`src/hw/rtl/quorum_transaction_tracker_assert.svh`:
```
// ----------------------------------------------------------------------------
// Assertion macros for the quorum transaction tracker
// Shared property forms. Each expects signals named clk and rst_n in scope.
// ----------------------------------------------------------------------------
`ifndef QUORUM_TRANSACTION_TRACKER_ASSERT_SVH
`define QUORUM_TRANSACTION_TRACKER_ASSERT_SVH

// Consequent must hold in the same cycle as the antecedent.
`define QTT_ASSERT_SAME(lbl, ante, cons, msg) \
  lbl: assert property (@(posedge clk) disable iff (!rst_n) (ante) |-> (cons)) \
    else $error(msg);

// Consequent must hold in the cycle after the antecedent.
`define QTT_ASSERT_NEXT(lbl, ante, cons, msg) \
  lbl: assert property (@(posedge clk) disable iff (!rst_n) (ante) |=> (cons)) \
    else $error(msg);

`endif

```
`src/hw/rtl/qtt_pkg.sv`:
```
// ----------------------------------------------------------------------------
// qtt_pkg
// Types, codes and constants shared by the quorum transaction tracker.
// ----------------------------------------------------------------------------
`default_nettype none

package qtt_pkg;

  localparam int CMD_BITS     = 2;
  localparam int ID_BITS      = 32;
  localparam int KIND_BITS    = 2;
  localparam int VALUE_BITS   = 32;
  localparam int STATUS_BITS  = 3;
  localparam int COUNT_BITS   = 2;
  localparam int CFG_IDX_BITS = 2;
  localparam int CFG_DATA_BITS = 16;
  localparam int TMO_BITS     = 16;

  // Command codes.
  localparam logic [CMD_BITS-1:0] CMD_OPEN  = 2'd0;
  localparam logic [CMD_BITS-1:0] CMD_REPLY = 2'd1;
  localparam logic [CMD_BITS-1:0] CMD_TICK  = 2'd2;
  localparam logic [CMD_BITS-1:0] CMD_NONE  = 2'd3;

  // Result status codes.
  localparam logic [STATUS_BITS-1:0] ST_OPENED  = 3'd0;
  localparam logic [STATUS_BITS-1:0] ST_FULL    = 3'd1;
  localparam logic [STATUS_BITS-1:0] ST_PENDING = 3'd2;
  localparam logic [STATUS_BITS-1:0] ST_SUCCESS = 3'd3;
  localparam logic [STATUS_BITS-1:0] ST_FAILED  = 3'd4;
  localparam logic [STATUS_BITS-1:0] ST_UNKNOWN = 3'd5;

  localparam logic [KIND_BITS-1:0] KIND_READ = 2'd1;
  localparam logic [ID_BITS-1:0] RESERVED_ID = 32'hFFFF_FFFF;
  localparam logic [COUNT_BITS-1:0] COUNT_MAX = 2'd3;

  // Configuration register indexes and reset values.
  localparam logic [CFG_IDX_BITS-1:0] CFG_TIMEOUT = 2'd0;
  localparam logic [CFG_IDX_BITS-1:0] CFG_QUORUM  = 2'd1;
  localparam logic [TMO_BITS-1:0]   TIMEOUT_RESET = 16'd40;
  localparam logic [COUNT_BITS-1:0] QUORUM_RESET  = 2'd2;

  // Queue between the front and the back.
  localparam int Q_DEPTH    = 2;
  localparam int Q_PTR_BITS = 1;
  localparam int Q_CNT_BITS = 2;

  // One classified request as it travels through the queue.
  typedef struct packed {
    logic [CMD_BITS-1:0]   cmd;
    logic [ID_BITS-1:0]    id;
    logic [KIND_BITS-1:0]  kind;
    logic                  ok;
    logic [VALUE_BITS-1:0] value;
    logic                  reserved;
  } qtt_req_t;

  // One result item.
  typedef struct packed {
    logic [STATUS_BITS-1:0] status;
    logic [ID_BITS-1:0]     done_id;
    logic [KIND_BITS-1:0]   done_kind;
    logic [VALUE_BITS-1:0]  read_value;
    logic                   timed_out;
    logic                   last;
  } qtt_res_t;

  // Queue occupancy seen by both sides.
  typedef struct packed {
    logic empty;
    logic full;
  } qtt_qstat_t;

  // Saturating increment of a reply counter.
  function automatic logic [COUNT_BITS-1:0] sat_inc(input logic [COUNT_BITS-1:0] c);
    return (c == COUNT_MAX) ? c : c + 2'd1;
  endfunction

endpackage

`default_nettype wire

```
`src/hw/rtl/qtt_in_if.sv`:
```
// ----------------------------------------------------------------------------
// qtt_in_if
// Request channel into the tracker: valid, ready and the request fields.
// ----------------------------------------------------------------------------
`default_nettype none

interface qtt_in_if
  import qtt_pkg::*;
();
  logic                  valid;
  logic                  ready;
  logic [CMD_BITS-1:0]   command;
  logic [ID_BITS-1:0]    trans_id;
  logic [KIND_BITS-1:0]  op_kind;
  logic                  reply_ok;
  logic [VALUE_BITS-1:0] value_word;

  modport source (output valid, command, trans_id, op_kind, reply_ok, value_word,
                  input ready);
  modport sink   (input valid, command, trans_id, op_kind, reply_ok, value_word,
                  output ready);
endinterface

`default_nettype wire

```
`src/hw/rtl/qtt_out_if.sv`:
```
// ----------------------------------------------------------------------------
// qtt_out_if
// Result channel out of the tracker: valid, ready and the result fields.
// ----------------------------------------------------------------------------
`default_nettype none

interface qtt_out_if
  import qtt_pkg::*;
();
  logic                   valid;
  logic                   ready;
  logic [STATUS_BITS-1:0] status;
  logic [ID_BITS-1:0]     done_id;
  logic [KIND_BITS-1:0]   done_kind;
  logic [VALUE_BITS-1:0]  read_value;
  logic                   timed_out;
  logic                   last;

  modport source (output valid, status, done_id, done_kind, read_value, timed_out, last,
                  input ready);
  modport sink   (input valid, status, done_id, done_kind, read_value, timed_out, last,
                  output ready);
endinterface

`default_nettype wire

```
`src/hw/rtl/qtt_cfg_if.sv`:
```
// ----------------------------------------------------------------------------
// qtt_cfg_if
// Configuration write channel: valid, ready, register index and write data.
// ----------------------------------------------------------------------------
`default_nettype none

interface qtt_cfg_if
  import qtt_pkg::*;
();
  logic                     valid;
  logic                     ready;
  logic [CFG_IDX_BITS-1:0]  reg_index;
  logic [CFG_DATA_BITS-1:0] wdata;

  modport source (output valid, reg_index, wdata, input ready);
  modport sink   (input valid, reg_index, wdata, output ready);
endinterface

`default_nettype wire

```
`src/hw/rtl/qtt_ram.sv`:
```
// ----------------------------------------------------------------------------
// qtt_ram
// Generic single-write, single-read RAM with a registered read port.
// ----------------------------------------------------------------------------
`default_nettype none

module qtt_ram #(
  parameter int WIDTH = 8,
  parameter int DEPTH = 16
) (
  input  logic                     clk,
  input  logic                     we,
  input  logic [$clog2(DEPTH)-1:0] waddr,
  input  logic [WIDTH-1:0]         wdata,
  input  logic [$clog2(DEPTH)-1:0] raddr,
  output logic [WIDTH-1:0]         rdata
);
  logic [WIDTH-1:0] mem_r [DEPTH];
  logic [WIDTH-1:0] rdata_r;

  always_ff @(posedge clk) begin
    if (we) begin
      mem_r[waddr] <= wdata;
    end
    rdata_r <= mem_r[raddr];
  end

  assign rdata = rdata_r;
endmodule

`default_nettype wire

```
`src/hw/rtl/qtt_front.sv`:
```
// ----------------------------------------------------------------------------
// qtt_front
// Accepts requests, classifies them and hands them to the queue.
// ----------------------------------------------------------------------------
`default_nettype none

module qtt_front
  import qtt_pkg::*;
(
  input  logic       clk,
  input  logic       rst_n,
  qtt_in_if.sink     in_chan,
  input  qtt_qstat_t q_stat,
  output logic       q_push,
  output qtt_req_t   q_data
);
  logic     stg_v_r, stg_v_nxt;
  qtt_req_t stg_r;
  logic     take;

  assign q_push        = stg_v_r && !q_stat.full;
  assign in_chan.ready = !stg_v_r || q_push;
  assign take          = in_chan.valid && in_chan.ready;
  assign q_data        = stg_r;

  // The unused command is accepted and dropped here; it never reaches the table.
  always_comb begin
    stg_v_nxt = stg_v_r;
    if (take) begin
      stg_v_nxt = (in_chan.command != CMD_NONE);
    end else if (q_push) begin
      stg_v_nxt = 1'b0;
    end
  end

  always_ff @(posedge clk) begin
    if (!rst_n) begin
      stg_v_r <= 1'b0;
    end else begin
      stg_v_r <= stg_v_nxt;
    end
  end

  always_ff @(posedge clk) begin
    if (take) begin
      stg_r.cmd      <= in_chan.command;
      stg_r.id       <= in_chan.trans_id;
      stg_r.kind     <= in_chan.op_kind;
      stg_r.ok       <= in_chan.reply_ok;
      stg_r.value    <= in_chan.value_word;
      stg_r.reserved <= (in_chan.trans_id == RESERVED_ID);
    end
  end
endmodule

`default_nettype wire

```
`src/hw/rtl/qtt_queue.sv`:
```
// ----------------------------------------------------------------------------
// qtt_queue
// Short request queue that decouples the front from the back.
// ----------------------------------------------------------------------------
`default_nettype none

module qtt_queue
  import qtt_pkg::*;
(
  input  logic       clk,
  input  logic       rst_n,
  input  logic       push,
  input  qtt_req_t   push_data,
  input  logic       pop,
  output qtt_req_t   pop_data,
  output qtt_qstat_t stat
);
  qtt_req_t                slot_r [Q_DEPTH];
  logic [Q_PTR_BITS-1:0]   wr_r, wr_nxt, rd_r, rd_nxt;
  logic [Q_CNT_BITS-1:0]   cnt_r, cnt_nxt;
  logic                    do_push, do_pop;

  assign stat.empty = (cnt_r == '0);
  assign stat.full  = (cnt_r == Q_CNT_BITS'(Q_DEPTH));
  assign do_push    = push && !stat.full;
  assign do_pop     = pop && !stat.empty;
  assign pop_data   = slot_r[rd_r];

  always_comb begin
    wr_nxt  = do_push ? wr_r + 1'b1 : wr_r;
    rd_nxt  = do_pop ? rd_r + 1'b1 : rd_r;
    cnt_nxt = cnt_r;
    if (do_push && !do_pop) begin
      cnt_nxt = cnt_r + 1'b1;
    end else if (do_pop && !do_push) begin
      cnt_nxt = cnt_r - 1'b1;
    end
  end

  always_ff @(posedge clk) begin
    if (!rst_n) begin
      wr_r  <= '0;
      rd_r  <= '0;
      cnt_r <= '0;
    end else begin
      wr_r  <= wr_nxt;
      rd_r  <= rd_nxt;
      cnt_r <= cnt_nxt;
    end
  end

  always_ff @(posedge clk) begin
    if (do_push) begin
      slot_r[wr_r] <= push_data;
    end
  end
endmodule

`default_nettype wire

```
`src/hw/rtl/qtt_back.sv`:
```
// ----------------------------------------------------------------------------
// qtt_back
// Transaction table: id match, entry updates, expiry sweep and result register.
// ----------------------------------------------------------------------------
`default_nettype none

`include "quorum_transaction_tracker_assert.svh"

module qtt_back
  import qtt_pkg::*;
#(
  parameter int TABLE_DEPTH = 16,
  parameter int TIME_BITS   = 16
) (
  input  logic       clk,
  input  logic       rst_n,
  qtt_cfg_if.sink    cfg_chan,
  input  qtt_req_t   q_data,
  input  qtt_qstat_t q_stat,
  output logic       q_pop,
  qtt_out_if.source  out_chan
);
  localparam int IDX_BITS = $clog2(TABLE_DEPTH);
  localparam int CMP_BITS = (TIME_BITS > TMO_BITS) ? TIME_BITS : TMO_BITS;
  localparam logic [IDX_BITS-1:0] LAST_IDX = IDX_BITS'(TABLE_DEPTH - 1);

  localparam logic [2:0] S_IDLE  = 3'd0;
  localparam logic [2:0] S_REPLY = 3'd1;
  localparam logic [2:0] S_TREAD = 3'd2;
  localparam logic [2:0] S_TCHK  = 3'd3;
  localparam logic [2:0] S_TEND  = 3'd4;

  typedef struct packed {
    logic [ID_BITS-1:0]    id;
    logic [KIND_BITS-1:0]  kind;
    logic [COUNT_BITS-1:0] succ;
    logic [COUNT_BITS-1:0] fail;
    logic [TIME_BITS-1:0]  opened;
    logic [VALUE_BITS-1:0] value;
  } entry_t;

  logic [2:0]             state_r, state_nxt;
  logic [TABLE_DEPTH-1:0] valid_r, valid_nxt;
  logic [ID_BITS-1:0]     cam_id_r [TABLE_DEPTH];
  logic [TIME_BITS-1:0]   now_r, now_nxt;
  logic [TMO_BITS-1:0]    tmo_r;
  logic [COUNT_BITS-1:0]  quo_r;
  qtt_req_t               cur_r, cur_nxt;
  logic [IDX_BITS-1:0]    idx_r, idx_nxt;
  logic                   hold_v_r, hold_v_nxt;
  qtt_res_t               hold_r, hold_nxt;
  logic                   out_v_r, out_v_nxt;
  qtt_res_t               out_r, load_res;
  logic                   out_load;

  logic [TABLE_DEPTH-1:0] hit_vec;
  logic [IDX_BITS-1:0]    hit_idx, free_idx;
  logic                   any_hit, table_full, ofree, cam_we;
  logic                   ram_we;
  logic [IDX_BITS-1:0]    ram_waddr, ram_raddr;
  entry_t                 wr_entry, rd_entry;
  logic [TIME_BITS-1:0]   age;
  logic                   expired;
  logic [COUNT_BITS-1:0]  succ2, fail2;
  logic [VALUE_BITS-1:0]  val2;
  logic                   tick_take, full_emit, hold_in_tick;

  qtt_ram #(
    .WIDTH ($bits(entry_t)),
    .DEPTH (TABLE_DEPTH)
  ) u_entry_ram (
    .clk   (clk),
    .we    (ram_we),
    .waddr (ram_waddr),
    .wdata (wr_entry),
    .raddr (ram_raddr),
    .rdata (rd_entry)
  );

  // Parallel id match against the valid entries.
  always_comb begin
    for (int s = 0; s < TABLE_DEPTH; s++) begin
      hit_vec[s] = valid_r[s] && (cam_id_r[s] == q_data.id);
    end
  end

  always_comb begin
    hit_idx  = '0;
    free_idx = '0;
    for (int s = TABLE_DEPTH - 1; s >= 0; s--) begin
      if (hit_vec[s]) begin
        hit_idx = IDX_BITS'(s);
      end
      if (!valid_r[s]) begin
        free_idx = IDX_BITS'(s);
      end
    end
  end

  assign any_hit    = |hit_vec;
  assign table_full = &valid_r;
  assign ofree      = !out_v_r || out_chan.ready;
  assign age        = now_r - rd_entry.opened;
  assign expired    = CMP_BITS'(age) > CMP_BITS'(tmo_r);

  always_comb begin
    state_nxt  = state_r;
    valid_nxt  = valid_r;
    now_nxt    = now_r;
    idx_nxt    = idx_r;
    cur_nxt    = cur_r;
    hold_v_nxt = hold_v_r;
    hold_nxt   = hold_r;
    q_pop      = 1'b0;
    cam_we     = 1'b0;
    ram_we     = 1'b0;
    ram_waddr  = idx_r;
    ram_raddr  = idx_r;
    wr_entry   = rd_entry;
    out_load   = 1'b0;
    load_res   = '0;
    succ2      = rd_entry.succ;
    fail2      = rd_entry.fail;
    val2       = rd_entry.value;
    case (state_r)
      S_IDLE: begin
        ram_raddr = hit_idx;
        if (!q_stat.empty && ofree) begin
          q_pop = 1'b1;
          case (q_data.cmd)
            CMD_OPEN: begin
              out_load           = 1'b1;
              load_res.status    = (!any_hit && table_full) ? ST_FULL : ST_OPENED;
              load_res.done_id   = q_data.id;
              load_res.done_kind = q_data.kind;
              load_res.last      = 1'b1;
              if (!any_hit && !table_full) begin
                valid_nxt[free_idx] = 1'b1;
                cam_we          = 1'b1;
                ram_we          = 1'b1;
                ram_waddr       = free_idx;
                wr_entry.id     = q_data.id;
                wr_entry.kind   = q_data.kind;
                wr_entry.succ   = '0;
                wr_entry.fail   = '0;
                wr_entry.opened = now_r;
                wr_entry.value  = '0;
              end
            end
            CMD_REPLY: begin
              if (q_data.reserved || !any_hit) begin
                out_load         = 1'b1;
                load_res.status  = ST_UNKNOWN;
                load_res.done_id = q_data.id;
                load_res.last    = 1'b1;
              end else begin
                cur_nxt   = q_data;
                idx_nxt   = hit_idx;
                state_nxt = S_REPLY;
              end
            end
            CMD_TICK: begin
              now_nxt   = now_r + 1'b1;
              idx_nxt   = '0;
              state_nxt = S_TREAD;
            end
            default: begin
            end
          endcase
        end
      end
      S_REPLY: begin
        if (ofree) begin
          if (cur_r.ok) begin
            succ2 = sat_inc(rd_entry.succ);
          end else begin
            fail2 = sat_inc(rd_entry.fail);
          end
          if (rd_entry.kind == KIND_READ) begin
            val2 = cur_r.value;
          end
          wr_entry.succ       = succ2;
          wr_entry.fail       = fail2;
          wr_entry.value      = val2;
          ram_we              = 1'b1;
          out_load            = 1'b1;
          load_res.done_id    = rd_entry.id;
          load_res.done_kind  = rd_entry.kind;
          load_res.read_value = (rd_entry.kind == KIND_READ) ? val2 : '0;
          load_res.last       = 1'b1;
          // Success is checked first so that it wins over a simultaneous expiry.
          if (succ2 >= quo_r) begin
            load_res.status  = ST_SUCCESS;
            valid_nxt[idx_r] = 1'b0;
          end else if (fail2 >= quo_r) begin
            load_res.status  = ST_FAILED;
            valid_nxt[idx_r] = 1'b0;
          end else if (expired) begin
            load_res.status    = ST_FAILED;
            load_res.timed_out = 1'b1;
            valid_nxt[idx_r]   = 1'b0;
          end else begin
            load_res.status = ST_PENDING;
          end
          state_nxt = S_IDLE;
        end
      end
      S_TREAD: begin
        if (valid_r[idx_r]) begin
          state_nxt = S_TCHK;
        end else if (idx_r == LAST_IDX) begin
          state_nxt = S_TEND;
        end else begin
          idx_nxt = idx_r + 1'b1;
        end
      end
      S_TCHK: begin
        // An expired entry is parked in the hold register; the one parked
        // before it goes out now, since it is known not to be the last.
        if (!expired || !hold_v_r || ofree) begin
          if (expired) begin
            if (hold_v_r) begin
              out_load = 1'b1;
              load_res = hold_r;
            end
            hold_v_nxt          = 1'b1;
            hold_nxt            = '0;
            hold_nxt.status     = ST_FAILED;
            hold_nxt.done_id    = rd_entry.id;
            hold_nxt.done_kind  = rd_entry.kind;
            hold_nxt.read_value = (rd_entry.kind == KIND_READ) ? rd_entry.value : '0;
            hold_nxt.timed_out  = 1'b1;
            valid_nxt[idx_r]    = 1'b0;
          end
          if (idx_r == LAST_IDX) begin
            state_nxt = S_TEND;
          end else begin
            idx_nxt   = idx_r + 1'b1;
            state_nxt = S_TREAD;
          end
        end
      end
      S_TEND: begin
        if (!hold_v_r) begin
          state_nxt = S_IDLE;
        end else if (ofree) begin
          out_load      = 1'b1;
          load_res      = hold_r;
          load_res.last = 1'b1;
          hold_v_nxt    = 1'b0;
          state_nxt     = S_IDLE;
        end
      end
      default: begin
        state_nxt = S_IDLE;
      end
    endcase
  end

  always_comb begin
    out_v_nxt = out_v_r;
    if (out_load) begin
      out_v_nxt = 1'b1;
    end else if (out_chan.ready) begin
      out_v_nxt = 1'b0;
    end
  end

  assign cfg_chan.ready = 1'b1;

  always_ff @(posedge clk) begin
    if (!rst_n) begin
      state_r  <= S_IDLE;
      valid_r  <= '0;
      now_r    <= '0;
      hold_v_r <= 1'b0;
      out_v_r  <= 1'b0;
      tmo_r    <= TIMEOUT_RESET;
      quo_r    <= QUORUM_RESET;
    end else begin
      state_r  <= state_nxt;
      valid_r  <= valid_nxt;
      now_r    <= now_nxt;
      hold_v_r <= hold_v_nxt;
      out_v_r  <= out_v_nxt;
      if (cfg_chan.valid) begin
        case (cfg_chan.reg_index)
          CFG_TIMEOUT: tmo_r <= cfg_chan.wdata[TMO_BITS-1:0];
          CFG_QUORUM:  quo_r <= cfg_chan.wdata[COUNT_BITS-1:0];
          default: begin
          end
        endcase
      end
    end
  end

  always_ff @(posedge clk) begin
    cur_r  <= cur_nxt;
    idx_r  <= idx_nxt;
    hold_r <= hold_nxt;
    if (cam_we) begin
      cam_id_r[free_idx] <= q_data.id;
    end
    if (out_load) begin
      out_r <= load_res;
    end
  end

  assign out_chan.valid      = out_v_r;
  assign out_chan.status     = out_r.status;
  assign out_chan.done_id    = out_r.done_id;
  assign out_chan.done_kind  = out_r.done_kind;
  assign out_chan.read_value = out_r.read_value;
  assign out_chan.timed_out  = out_r.timed_out;
  assign out_chan.last       = out_r.last;

  assign tick_take    = (state_r == S_IDLE) && q_pop && (q_data.cmd == CMD_TICK);
  assign full_emit    = out_load && (load_res.status == ST_FULL);
  assign hold_in_tick = (state_r == S_TREAD) || (state_r == S_TCHK) || (state_r == S_TEND);

  `QTT_ASSERT_SAME(a_full_needs_full_table, full_emit, table_full, "table full with free slot")
  `QTT_ASSERT_SAME(a_hold_only_in_sweep, hold_v_r, hold_in_tick, "held result outside sweep")
  `QTT_ASSERT_NEXT(a_tick_advances_time, tick_take, now_r == $past(now_nxt), "tick lost")

endmodule

`default_nettype wire

```
`src/hw/rtl/quorum_transaction_tracker.sv`:
```
// ----------------------------------------------------------------------------
// quorum_transaction_tracker
// Table of outstanding replicated transactions with quorum and expiry.
// ----------------------------------------------------------------------------
//
//   Channel   Direction  Handshake      Carries
//   in_chan   sink       valid/ready    command, trans_id, op_kind, reply_ok,
//                                       value_word
//   out_chan  source     valid/ready    status, done_id, done_kind, read_value,
//                                       timed_out, last
//   cfg_chan  sink       valid/ready    reg_index, wdata (ready is always high)
//
// An open request is settled in the table's idle state once it reaches the
// head of the queue; a reply goes through the id match, then the registered
// entry RAM read. A tick is popped, then sweeps the entry RAM one slot at a
// time: a free slot is passed over in the read state, a used one is read and
// then checked for expiry, and a final state sends the last held result.
// Reset (rst_n low, synchronous) clears all valid bits, time and queues and
// loads the default timeout and quorum; entry RAM contents need no clearing.
// A stalled result holds in the output register while the front keeps
// accepting requests into the queue until it fills.
//
`default_nettype none

module quorum_transaction_tracker
  import qtt_pkg::*;
#(
  parameter int TABLE_DEPTH = 16,
  parameter int TIME_BITS   = 16
) (
  input  logic      clk,
  input  logic      rst_n,
  qtt_in_if.sink    in_chan,
  qtt_out_if.source out_chan,
  qtt_cfg_if.sink   cfg_chan
);
  // Requests flow front -> queue -> back. The front only classifies; all
  // table state lives in the back.
  logic       push, pop;
  qtt_req_t   front_req, head_req;
  qtt_qstat_t q_stat;

  qtt_front u_front (
    .clk     (clk),
    .rst_n   (rst_n),
    .in_chan (in_chan),
    .q_stat  (q_stat),
    .q_push  (push),
    .q_data  (front_req)
  );

  qtt_queue u_queue (
    .clk       (clk),
    .rst_n     (rst_n),
    .push      (push),
    .push_data (front_req),
    .pop       (pop),
    .pop_data  (head_req),
    .stat      (q_stat)
  );

  // The back pops one request at a time and finishes it, including any
  // expiry sweep, before it looks at the next.
  qtt_back #(
    .TABLE_DEPTH (TABLE_DEPTH),
    .TIME_BITS   (TIME_BITS)
  ) u_back (
    .clk      (clk),
    .rst_n    (rst_n),
    .cfg_chan (cfg_chan),
    .q_data   (head_req),
    .q_stat   (q_stat),
    .q_pop    (pop),
    .out_chan (out_chan)
  );
endmodule

`default_nettype wire
```
`src/flat_wrapper.sv`:
```
// flat-port wrapper written by rule: the top's interface ports become plain ports
module quorum_transaction_tracker_flat import qtt_pkg::*;
#(
  parameter int TABLE_DEPTH = 16,
  parameter int TIME_BITS   = 16
)
  (clk, rst_n, in_chan_valid, in_chan_command, in_chan_trans_id, in_chan_op_kind, in_chan_reply_ok, in_chan_value_word, in_chan_ready, out_chan_valid, out_chan_status, out_chan_done_id, out_chan_done_kind, out_chan_read_value, out_chan_timed_out, out_chan_last, out_chan_ready, cfg_chan_valid, cfg_chan_reg_index, cfg_chan_wdata, cfg_chan_ready);
  qtt_in_if in_chan_i ();
  qtt_out_if out_chan_i ();
  qtt_cfg_if cfg_chan_i ();
  input  logic clk;
  input  logic rst_n;
  input wire logic [$bits(in_chan_i.valid)-1:0] in_chan_valid;
  input wire logic [$bits(in_chan_i.command)-1:0] in_chan_command;
  input wire logic [$bits(in_chan_i.trans_id)-1:0] in_chan_trans_id;
  input wire logic [$bits(in_chan_i.op_kind)-1:0] in_chan_op_kind;
  input wire logic [$bits(in_chan_i.reply_ok)-1:0] in_chan_reply_ok;
  input wire logic [$bits(in_chan_i.value_word)-1:0] in_chan_value_word;
  output wire logic [$bits(in_chan_i.ready)-1:0] in_chan_ready;
  output wire logic [$bits(out_chan_i.valid)-1:0] out_chan_valid;
  output wire logic [$bits(out_chan_i.status)-1:0] out_chan_status;
  output wire logic [$bits(out_chan_i.done_id)-1:0] out_chan_done_id;
  output wire logic [$bits(out_chan_i.done_kind)-1:0] out_chan_done_kind;
  output wire logic [$bits(out_chan_i.read_value)-1:0] out_chan_read_value;
  output wire logic [$bits(out_chan_i.timed_out)-1:0] out_chan_timed_out;
  output wire logic [$bits(out_chan_i.last)-1:0] out_chan_last;
  input wire logic [$bits(out_chan_i.ready)-1:0] out_chan_ready;
  input wire logic [$bits(cfg_chan_i.valid)-1:0] cfg_chan_valid;
  input wire logic [$bits(cfg_chan_i.reg_index)-1:0] cfg_chan_reg_index;
  input wire logic [$bits(cfg_chan_i.wdata)-1:0] cfg_chan_wdata;
  output wire logic [$bits(cfg_chan_i.ready)-1:0] cfg_chan_ready;
  assign in_chan_i.valid = in_chan_valid;
  assign in_chan_i.command = in_chan_command;
  assign in_chan_i.trans_id = in_chan_trans_id;
  assign in_chan_i.op_kind = in_chan_op_kind;
  assign in_chan_i.reply_ok = in_chan_reply_ok;
  assign in_chan_i.value_word = in_chan_value_word;
  assign in_chan_ready = in_chan_i.ready;
  assign out_chan_valid = out_chan_i.valid;
  assign out_chan_status = out_chan_i.status;
  assign out_chan_done_id = out_chan_i.done_id;
  assign out_chan_done_kind = out_chan_i.done_kind;
  assign out_chan_read_value = out_chan_i.read_value;
  assign out_chan_timed_out = out_chan_i.timed_out;
  assign out_chan_last = out_chan_i.last;
  assign out_chan_i.ready = out_chan_ready;
  assign cfg_chan_i.valid = cfg_chan_valid;
  assign cfg_chan_i.reg_index = cfg_chan_reg_index;
  assign cfg_chan_i.wdata = cfg_chan_wdata;
  assign cfg_chan_ready = cfg_chan_i.ready;
  quorum_transaction_tracker #(.TABLE_DEPTH(TABLE_DEPTH), .TIME_BITS(TIME_BITS)) u_core (.clk(clk), .rst_n(rst_n), .in_chan(in_chan_i), .out_chan(out_chan_i), .cfg_chan(cfg_chan_i));
endmodule
```
`config.mk`:
```
export PLATFORM = sky130hd
export DESIGN_NAME = quorum_transaction_tracker_flat
export DESIGN_NICKNAME = d
export VERILOG_FILES = /design/src/hw/rtl/qtt_pkg.sv /design/src/hw/rtl/qtt_in_if.sv /design/src/hw/rtl/qtt_out_if.sv /design/src/hw/rtl/qtt_cfg_if.sv /design/src/hw/rtl/qtt_ram.sv /design/src/hw/rtl/qtt_front.sv /design/src/hw/rtl/qtt_queue.sv /design/src/hw/rtl/qtt_back.sv /design/src/hw/rtl/quorum_transaction_tracker.sv /design/src/flat_wrapper.sv
export VERILOG_INCLUDE_DIRS = /design/src /design/src/hw/rtl
export SDC_FILE = /design/constraint.sdc
export NUM_CORES = 2
export LEC_CHECK = 0
export BUFFER_PORTS_ARGS = -buffer_cell sky130_fd_sc_hd__buf_2
export CAP_MARGIN = 5
export CORE_MARGIN = 1.5
export CORE_UTILIZATION = 55
export CTS_CLUSTER_DIAMETER = 40
export CTS_CLUSTER_SIZE = 40
export DETAILED_ROUTE_END_ITERATION = 8
export PLACE_DENSITY_LB_ADDON = 0.25
export RECOVER_POWER = 100
export SLEW_MARGIN = 20
export SYNTH_ARGS = -nofsm -noshare
export SYNTH_HDL_FRONTEND = slang
export SYNTH_SLANG_ARGS = --single-unit
```
`constraint.sdc`:
```
create_clock -name clk -period 9.9 [get_ports clk]
set_input_delay 0.99 -clock clk [delete_from_list [all_inputs] [get_ports clk]]
set_output_delay 0.99 -clock clk [all_outputs]
set_load 0.1 [all_outputs]
```
==> run summary <==
Crit path max fanout = 54
Clk slew on worst S/H paths = 0.06 ns
Post-synth EDFFs = 2272
Clock tree from TritonCTS = done
Synth Area per Inst = 16.33 sq um
Leak pwr = 36.56 nW
Slew headroom = -107.3%
Critical Path Start Type = flip-flop
Post-synthesis mux area share = 8.872%
Most used flip-flop cell after synthesis = edfxtp_1
XOR/XNOR Fraction of Synth Area = 4.806%
Vias in the first global route = 53.89k
Post-Synth Simple-Gate Area = 5.201%
Drt pass-1 iters = 6
Full die area = 0.1788 sq mm
Commonest cells post-synth = edfxtp_1 (2272), mux2i_1 (785), xnor2_1 (492)
Asr flop ratio synth = 0%
Synth Cell Area = 0.09694 sq mm
Maximum operating frequency = 116.7 MHz
Synth Net Count = 6069
Synth Register Bits = 2419
Clk sinks = 2419
Area fraction in compound gates after synthesis = 5.155%
Worst hold start = in_chan_value_word[24]
Synth Instances = 5935
Initial antenna violation count = 4
Initial DRC count = 6116
Top-count cell post-synth = edfxtp_1
Clock buffer count from CTS = 311
Fin. max-slew vios = 1244
Fin cells = 8841
Core area = 0.1744 sq mm
Register area share after synthesis = 73.41%
Setup TNS after final layout = 0 ns
Clk Latency, worst-skew pair = 0.94 ns
# resized after CTS = 0
Final #Nets = 6415
CP peak stage delay = 2.05 ns
WL final = 255300 um
Final HPWL DP = 140400 um
Grt ovf = 0
CTS Hold Bufs = 0
Area share of the largest cell type after synthesis = 70.38%
Area leader, netlist = edfxtp_1
RSZ-0062 raised after global routing = false
Port Buffers = 164
Overall power = 32.50 mW
Yosys Warn Count = 0
Routability congestion estimate = 0.8820
Postcts setup bufs = 0
Pwr Density = 292.5 mW/mm^2
Failing checks = max-capacitance violations, max-slew violations
Io pins = 166
Arrival @ worst endpoint = 9.09 ns
Largest net degree at the start of global routing = 132
Clock buffer depth = 4
Via density per instance = 6.209
Critical path class = flip-flop to flip-flop
Count of final hold-check violations = 0
Ranking of synthesized cells by area = edfxtp_1 (70%), mux2i_1 (8.1%), xnor2_1 (4.4%)
Worst Path Required = 10.42 ns
Unique masters post-synth = 77
WL per Instance = 28.88 um
Worst hold path class = input port to flip-flop
Synth-to-layout area growth = 14.60%
Adder-Cell Fraction of Synth Area = 0.5498%
Num rows = 153
Maxcap violations = 53
Die width = 422.8 um
Layout cell share with drive strength beyond 1 = 11.77%
Worst slew pin tran = 3.109 ns
Root Buffer Master = clkbuf_16
VDD IR max = 0.0003130 V
Final worst-path cycle share = 86.54%
Largest family of logic cells by synthesized area = multiplexers
Final number of setup-violating endpoints = 0
GRT Total Usage = 28.25%
H-tree levels = 5
Vias = 54.90k
Slowest-stage cell, CP = mux2i_1
Die height = 422.8 um
Placed cells = 8291
First-pass GRT wire length = 367600 um
Drc violations = 0
Critical-path cell list = mux2i_1 -> clkbuf_1 -> xnor2_1 -> nor4_1 -> nand4_1 -> nor3_1 -> or4_1 -> nand4bb_1 -> nand3b_1 -> a22o_1 -> o21bai_1 -> buf_4
Critical path endpoint category = flip-flop
ANT nets after route = 0
Starting Density = 55.59%
Status = complete, but fails checks
Tmin final = 8.567 ns
Clock skew = 0.07073 ns
==> stage by stage <==
step                      hold WS (ns)  utilization [%]  worst slack [ns]  area (sq um)
after floorplan                 0.4215                -             2.060         96940
after CTS                       0.1953            64.08             2.850        111800
final                           0.2493            63.71             1.333        111100
after detailed placement        0.4296            58.14             2.920        101400
after global routing            0.2053            63.70             1.261        111100
after global placement          0.4230            58.11             3.056        101300
==> state kept, by name, indices dropped and copies added (netlist names), 4 cells and up, named ones only <==
register	cells
u_core.u_back.hold_r	66
u_core.u_back.tmo_r	16
u_core.u_back.now_r	16
u_core.u_back.out_chan.done_id	32
u_core.u_back.out_chan.read_value	32
u_core.u_front.q_data	70
u_core.u_back.valid_r	16
u_core.u_back.u_entry_ram.rdata	86
u_core.u_back.cur_r	33
u_core.u_back.cam_id_r	512
u_core.u_back.idx_r	4
u_core.u_queue.slot_r	140
u_core.u_back.u_entry_ram.mem_r	1376
==> layout by cell type (no fill, tap or decap), types with 41 or more instances in the layout <==
| cell type | count |
|---|---|
| a21oi_1 | 108 |
| a22o_1 | 65 |
| a22oi_1 | 138 |
| a31oi_1 | 45 |
| and2_0 | 47 |
| and2_1 | 46 |
| buf_2 | 53 |
| buf_4 | 72 |
| clkbuf_1 | 224 |
| clkbuf_16 | 317 |
| dfxtp_1 | 146 |
| edfxtp_1 | 2272 |
| ha_1 | 41 |
| inv_1 | 85 |
| inv_6 | 45 |
| mux2i_1 | 768 |
| nand2_1 | 369 |
| nand3_1 | 106 |
| nand4_1 | 55 |
| nor2_1 | 99 |
| nor4_1 | 129 |
| o211ai_1 | 42 |
| o21ai_0 | 65 |
| xnor2_1 | 492 |
==> cell families (layout without fill, tap and decap cells) <==
kind of cell	count (synthesis)	after routing
AO/OA/AOI/OAI	685	685
adder cells (fa/ha/maj)	42	42
flip-flops	2419	2419
other	1	2
buffers and inverters	400	980
XOR/XNOR	532	532
AND/OR/NAND/NOR	1020	1020
multiplexers	836	836
==> layout make-up <==
type | instances | area, sq um
inverters | 85 | 319.1
clock buffers | 348 | 8089
repair buffers | 348 | 2058
multi-input cells | 3116 | 24280
flip-flops and latches | 2419 | 71170
well taps | 2325 | 2909
clock inverters | 199 | 2268
diodes | 1 | 2.502
fillers | 12220 | 63300
==> report_power, final <==
| part | switching (mW) | internal, mW |
|---|---|---|
| logic | 5.58 | 2.01 |
| registers | 0.402 | 13.3 |
| clock network | 4.50 | 6.70 |
| total | 10.5 | 22.0 |
==> worst max-delay path, delay by kind of cell (launching register included) <==
kind	cells	cell delay [ns]
multiplexers	1	2.05
buffers and inverters	2	1.76
AND/OR/NAND/NOR	6	1.73
AO/OA/AOI/OAI	2	1.53
flip-flops	1	0.74
XOR/XNOR	1	0.26
==> worst paths after layout <==
path | endpoint | slack (ns) | cells past startpoint
worst max register to register | u_core.u_back.out_chan.read_value[19]$_DFFE_PP_ | 1.33 | 12
worst max-delay path | u_core.u_back.out_chan.read_value[19]$_DFFE_PP_ | 1.33 | 12
worst min-delay path | u_core.u_front.q_data[25]$_DFFE_PP_ | 0.25 | 1
worst min register to register | u_core.u_queue.slot_r[0][3]$_DFFE_PP_ | 0.44 | 0
==> per-layer routing <==
metal / track usage (%) / wire [um]
met3: 4.519 / 20960
met1: 37.29 / 98450
met4: 12.16 / 12040
met2: 46.64 / 123900
met5: 0 / 8
Power figures use the tool's default switching activity.
